### config.mk
export PLATFORM = sky130hd
export DESIGN_NAME = lfe_div
export DESIGN_NICKNAME = d
export VERILOG_FILES = /design/src/hw/rtl/lfe_div.sv
export SDC_FILE = /design/constraint.sdc
export NUM_CORES = 2
export LEC_CHECK = 0
export ABC_AREA = 1
export BUFFER_PORTS_ARGS = -buffer_cell sky130_fd_sc_hd__clkbuf_2
export CORE_ASPECT_RATIO = 0.75
export CORE_UTILIZATION = 65
export DETAILED_ROUTE_END_ITERATION = 7
export GPL_TIMING_DRIVEN = 0
export PLACE_DENSITY = 0.93
export SYNTH_ARGS = -nofsm -noshare
export SYNTH_HDL_FRONTEND = slang
export SYNTH_SLANG_ARGS = --single-unit
### constraint.sdc
create_clock -name clk -period 9.4 [get_ports clk]
set_clock_uncertainty 0.15 [all_clocks]
set_input_delay 0.47 -clock clk [delete_from_list [all_inputs] [get_ports clk]]
set_output_delay 0.47 -clock clk [all_outputs]
set_load 0.03 [all_outputs]
### src/hw/rtl/lfe_div.sv
`timescale 1ns / 1ps
// ----------------------------------------------------------------------------
// lfe_div
// Pipelined restoring divider: two dividends over one shared divisor,
// STEP_BITS quotient bits per stage, sideband carried alongside.
// ----------------------------------------------------------------------------
module lfe_div #(
  parameter int DVD_W     = 34,
  parameter int DVS_W     = 13,
  parameter int SB_W      = 16,
  parameter int STEP_BITS = 4
) (
  input  logic             clk,
  input  logic             rst_n,
  input  logic             en,
  input  logic             in_valid,
  input  logic [DVD_W-1:0] in_dvd_a,
  input  logic [DVD_W-1:0] in_dvd_b,
  input  logic [DVS_W-1:0] in_dvs,
  input  logic [SB_W-1:0]  in_sb,
  output logic             out_valid,
  output logic [DVD_W-1:0] out_quo_a,
  output logic [DVD_W-1:0] out_quo_b,
  output logic [SB_W-1:0]  out_sb
);

  localparam int NST = (DVD_W + STEP_BITS - 1) / STEP_BITS;

  // Per-stage state: work word holds remaining dividend bits on top,
  // quotient bits shift in at the bottom.
  logic [DVD_W-1:0] wa_r  [NST];
  logic [DVD_W-1:0] wb_r  [NST];
  logic [DVS_W-1:0] ra_r  [NST];
  logic [DVS_W-1:0] rb_r  [NST];
  logic [DVS_W-1:0] dvs_r [NST];
  logic [SB_W-1:0]  sb_r  [NST];
  logic [NST-1:0]   v_r;

  for (genvar s = 0; s < NST; s++) begin : g_st
    logic [DVD_W-1:0] wa_src, wb_src;
    logic [DVS_W-1:0] ra_src, rb_src, dvs_src;
    logic [SB_W-1:0]  sb_src;
    logic             v_src;
    logic [DVD_W-1:0] wa_nxt, wb_nxt;
    logic [DVS_W-1:0] ra_nxt, rb_nxt;

    // Stage source
    if (s == 0) begin : g_first
      assign wa_src  = in_dvd_a;
      assign wb_src  = in_dvd_b;
      assign ra_src  = '0;
      assign rb_src  = '0;
      assign dvs_src = in_dvs;
      assign sb_src  = in_sb;
      assign v_src   = in_valid;
    end else begin : g_next
      assign wa_src  = wa_r[s-1];
      assign wb_src  = wb_r[s-1];
      assign ra_src  = ra_r[s-1];
      assign rb_src  = rb_r[s-1];
      assign dvs_src = dvs_r[s-1];
      assign sb_src  = sb_r[s-1];
      assign v_src   = v_r[s-1];
    end

    // Shift-subtract steps of this stage
    always_comb begin
      logic [DVS_W:0] ta, tb;
      logic [DVD_W-1:0] wa, wb;
      logic [DVS_W-1:0] ra, rb;
      wa = wa_src;
      wb = wb_src;
      ra = ra_src;
      rb = rb_src;
      ta = '0;
      tb = '0;
      for (int k = 0; k < STEP_BITS; k++) begin
        if (s * STEP_BITS + k < DVD_W) begin
          ta = {ra, wa[DVD_W-1]};
          tb = {rb, wb[DVD_W-1]};
          wa = wa << 1;
          wb = wb << 1;
          if (ta >= {1'b0, dvs_src}) begin
            ta    = ta - {1'b0, dvs_src};
            wa[0] = 1'b1;
          end
          if (tb >= {1'b0, dvs_src}) begin
            tb    = tb - {1'b0, dvs_src};
            wb[0] = 1'b1;
          end
          ra = ta[DVS_W-1:0];
          rb = tb[DVS_W-1:0];
        end
      end
      wa_nxt = wa;
      wb_nxt = wb;
      ra_nxt = ra;
      rb_nxt = rb;
    end

    // Stage registers
    always_ff @(posedge clk) begin
      if (!rst_n) begin
        v_r[s] <= 1'b0;
      end else if (en) begin
        v_r[s] <= v_src;
      end
    end

    always_ff @(posedge clk) begin
      if (en) begin
        wa_r[s]  <= wa_nxt;
        wb_r[s]  <= wb_nxt;
        ra_r[s]  <= ra_nxt;
        rb_r[s]  <= rb_nxt;
        dvs_r[s] <= dvs_src;
        sb_r[s]  <= sb_src;
      end
    end
  end

  assign out_valid = v_r[NST-1];
  assign out_quo_a = wa_r[NST-1];
  assign out_quo_b = wb_r[NST-1];
  assign out_sb    = sb_r[NST-1];

endmodule

After elaboration in Yosys (flattened, before gate mapping) --
Memory sizes are Yosys's and may differ from the RTL's. Index checks and enable logic that the tools add are counted.
Storage, ports and cells: bits in registers 9, RAM bits 1107, output and inout bits 85, memories 6
Cells by class: add/sub/neg operators 68, magnitude comparators 68, mux-type cells 138
Memories:
- wa_r | depth 9, bits a word 34, rd ports 9, clocked after memory_dff 0, write ports 9, line 31 | logic [DVD_W-1:0] wa_r [NST];
- wb_r | depth 9, bits a word 34, rd ports 9, clocked after memory_dff 0, write ports 9, line 32 | logic [DVD_W-1:0] wb_r [NST];
- sb_r | depth 9, bits a word 16, rd ports 9, clocked after memory_dff 0, write ports 9, line 36 | logic [SB_W-1:0] sb_r [NST];
- dvs_r | depth 9, bits a word 13, rd ports 8, clocked after memory_dff 0, write ports 9, line 35 | logic [DVS_W-1:0] dvs_r [NST];
- ra_r | depth 9, bits a word 13, rd ports 8, clocked after memory_dff 0, write ports 9, line 33 | logic [DVS_W-1:0] ra_r [NST];
- rb_r | depth 9, bits a word 13, rd ports 8, clocked after memory_dff 0, write ports 9, line 34 | logic [DVS_W-1:0] rb_r [NST];
Operator list (count):
- $ge 14x13->1 | 66
- $mux 13 | 68
- $sub 13x13->13 | 66
- $mux 1 | 70
- $ge 1x13->1 | 2
- $sub 1x13->13 | 2

Logic depth before layout (Yosys ltp) --
An unclocked memory read counts as a cell.
depth after elaboration 9, gate-level depth with buffers 57, mapped depth without buffers 54

Least setup slack after synthesis --
OpenSTA, ideal clock, no wires.
kind reg2reg, start memory dvs_r[3][1] (netlist: dvs_r[0][40]), end memory rb_r[4][3] (netlist: rb_r[0][55]), data pin, library setup time 0.252 ns, arrival 7.108 ns, required time 8.998 ns, slack 1.890 ns, cell stages (with the launch flop) 47, clock period less this slack 7.510 ns, cells stage by stage edfxtp_1 inv_1 fa_1 nand3_1 nand2_1 nand2_1 nand2_1 nand2_1 nand3_2 inv_2 buf_2 nand2_1 o21ai_1 ha_1 a21oi_1 o21ai_1 nand2_1 nand3_1 [11 not listed] nand3_1 a21oi_1 nand2_1 nor2_2 buf_2 nand2_1 o21ai_1 ha_1 a21o_1 nor2_1 o21ai_0 a21boi_0 o211ai_1 a21oi_1 nand3_1 buf_4 nand2_1 nand2_1
RTL lines (line):
- from (decl) | 35
- to (decl) | 34

==> impl_results.md <==
- Placer's final routability congestion estimate: 0.993
- Crit. End Element: flip-flop
- Width of the die: 421 um
- Final Cycle Share: 95.5%
- Routed wire length: 233,000 um
- DRC errors left: 0
- Commonest non-fill, non-tap cell in the layout: nand2_1
- Yosys cell types: 63
- Most frequent cells in the layout: 3,349 x nand2_1, 1,311 x inv_1, 1,068 x edfxtp_1
- Leading area contributor after synthesis: edfxtp_1
- Dpl cells: 12,545
- Number of port buffers: 185
- First drt pass iteration count: 8
- WS Path Type: reg -> reg
- Fraction of registers with async set or reset after synthesis: 0%
- Routed Antenna Nets: 0
- Yosys top cell area share: 37.5%
- Ranking of synthesized cells by area: edfxtp_1 38%, nand2_1 15%, ha_1 13%, inv_1 6.0%, a21oi_1 3.4%
- Initial Util: 65.9%
- Mapped cell area: 85,500 um2
- Worst hold-check path type: in -> reg
- Clk_lat worst skew: 770 ps
- Routed length per instance: 17.9 um
- DRT iter0 DRCs: 8,480
- Finished Core Util: 73.8%
- Slowest stage delay, CP: 530 ps
- Largest net degree at the start of global routing: 136
- Worst path arrival time: 9290 ps
- Remaining Overflow, GRT: 0
- CTS sink count: 1,077
- Achievable Freq: 111 MHz
- Io pins: 186
- Syn Nets: 11,638
- Longest Clk Path Bufs: 3
- Critical path fanouts, max: 10
- Crit path required time: 9720 ps
- Status: finished, final reports clean
- # setup viols final: 0
- Launching element type of the critical path: flip-flop
- Syn_area_per_cell: 8.06 um2
- CTS Buf Count: 102
- Die area: 133,000 um2
- Finished Layout Cells: 13,061
- Vias in the first global route: 70,408
- Slew @ Worst Pin: 1080 ps
- Minimum clock period: 8980 ps
- Via count: 76,340
- Die height: 316 um
- Initial antenna violation count: 0
- Ratio of cells with drive above 1 in the final layout: 9.97%
- Primary FF master, synth: edfxtp_1
- Placed Area: 88,900 um2
- CTS tree: built
- Reg clk slew, reported paths: 70 ps
- Synthesized flop and latch total: 1,077
- Seq/Total Area, Yosys: 37.7%
- FP Rows: 114
- Most common cell type on the critical path: nand2_1
- Area Growth Syn to Fin: 11.9%
- GRT Overall Usage: 34.0%
- Fin. Hold Viols: 0
- Max_cap viols: 0
- Root Driver: clkbuf_16
- Slowest cell on the critical path: o21ai_0
- EDFF count, synth: 1,068
- Htree depth: 3
- Antenna Cells: 0
- Post-detail-place hpwl: 173,000 um
- Vias/cell: 5.84
- Final Slew Violations: 0
- Final Cell Area: 95,600 um2
- Yosys warns: 0
- CORE AREA: 130,000 um2
- Worst rel slew slack: 27.8%
- First-pass GRT wire length: 364,000 um
- Fin nets: 12,259
- Synthesized instance count: 10,611
-- repair_timing --
action | CTS | global route
hold buffers | 93 | 0
setup endpoints to repair | 74 | 203
setup buffers | 6 | 224
pin swaps | 0 | 7
hold endpoints to repair | 99 | 0
resized for setup | 0 | 122
gates cloned | 0 | 0
-- registers in the layout, summed over array words and instances (netlist names) --
| signal | flops |
|---|---|
| wa_r | 306 |
| wb_r | 306 |
| sb_r | 144 |
| dvs_r | 104 |
| ra_r | 104 |
| rb_r | 104 |
| g_st.v_src | 8 |
| out_valid | 1 |
-- synthesized netlist by cell type, types with 14 or more instances --
| library cell | n |
|---|---|
| nor2_4 | 16 |
| nand2_1 | 3349 |
| o2111ai_1 | 37 |
| buf_2 | 47 |
| nand4_1 | 157 |
| nand3_1 | 568 |
| o21bai_1 | 47 |
| o211ai_1 | 20 |
| ha_1 | 862 |
| inv_2 | 38 |
| nor2_1 | 609 |
| buf_6 | 31 |
| nor2_2 | 27 |
| a21oi_2 | 31 |
| xor2_1 | 314 |
| xnor2_1 | 281 |
| nand2_2 | 38 |
| inv_1 | 1372 |
| nor3_1 | 57 |
| buf_4 | 41 |
| or2_2 | 48 |
| a21boi_0 | 15 |
| a21oi_1 | 583 |
| a21o_1 | 74 |
| o21ai_1 | 121 |
| nand3b_1 | 51 |
| o21ai_2 | 30 |
| o21ai_0 | 341 |
| and2_1 | 16 |
| nand3_2 | 63 |
| a211oi_1 | 19 |
| a31oi_1 | 60 |
| fa_1 | 64 |
| edfxtp_1 | 1068 |
| nand3_4 | 14 |
-- path summary, 6_finish.rpt --
path | start | slack (ps) | end | cells after the start
max reg2reg | dvs_r[0][20]$_DFFE_PP_ | 420 | rb_r[0][32]$_DFFE_PP_ | 44
max | dvs_r[0][20]$_DFFE_PP_ | 420 | rb_r[0][32]$_DFFE_PP_ | 44
min | in_dvs[1] | 40 | dvs_r[0][1]$_DFFE_PP_ | 1
min reg2reg | sb_r[0][97]$_DFFE_PP_ | 250 | sb_r[0][113]$_DFFE_PP_ | 0
-- final cells by class --
cell class                      instances  area (um2)
Buffer                                129         951
Clock buffer                          119        2690
Clock inverter                         74         855
Fill cell                            9475       34000
Inverter                             1419        5570
Multi-Input combinational cell       7986       47100
Sequential cell                      1077       32300
Tap cell                             1740        2180
Timing Repair Buffer                  517        4020
-- worst max-delay path: cells and delay by family (launching register included) --
kind                       cells  cell delay, ps
DFF                            1             470
AOI/OAI and AO/OA             13            2880
adders and majority gates      4            1530
buffers and inverters          8            1310
and+or+nand+nor               19            2330
-- per-layer routing --
metal  track usage [%]  vias to the layer above  wire length (um)
li1                  -                    36739                 -
met2              54.3                     3795            105000
met4              12.9                        0              9210
met3              5.31                      673             21300
met1              46.8                    35133             97800
met5                 0                        -                 0
-- cell families after synthesis --
family | synth area share (%)
DFF | 37.7
adders and majority gates | 14.1
muxes | 0.0132
and+or+nand+nor | 25.0
xor gates and xnor gates | 6.10
AOI/OAI and AO/OA | 9.71
buffers and inverters | 7.34
-- stage by stage --
step / hold WS [ps] / setup slack, ps / setup TNS [ps]
after floorplan: 250 / 1890 / 0
after global placement: 250 / -10030 / -
after detailed placement: 255 / -301 / -8360
after CTS: 2.76 / 21.0 / 0
after global routing: 38.2 / -64.9 / -1300
final: 43.0 / 425 / 0
Power is left out: the tool's default activity adds up to more than one toggle a clock period on the data nets, which glitch-free logic cannot reach.
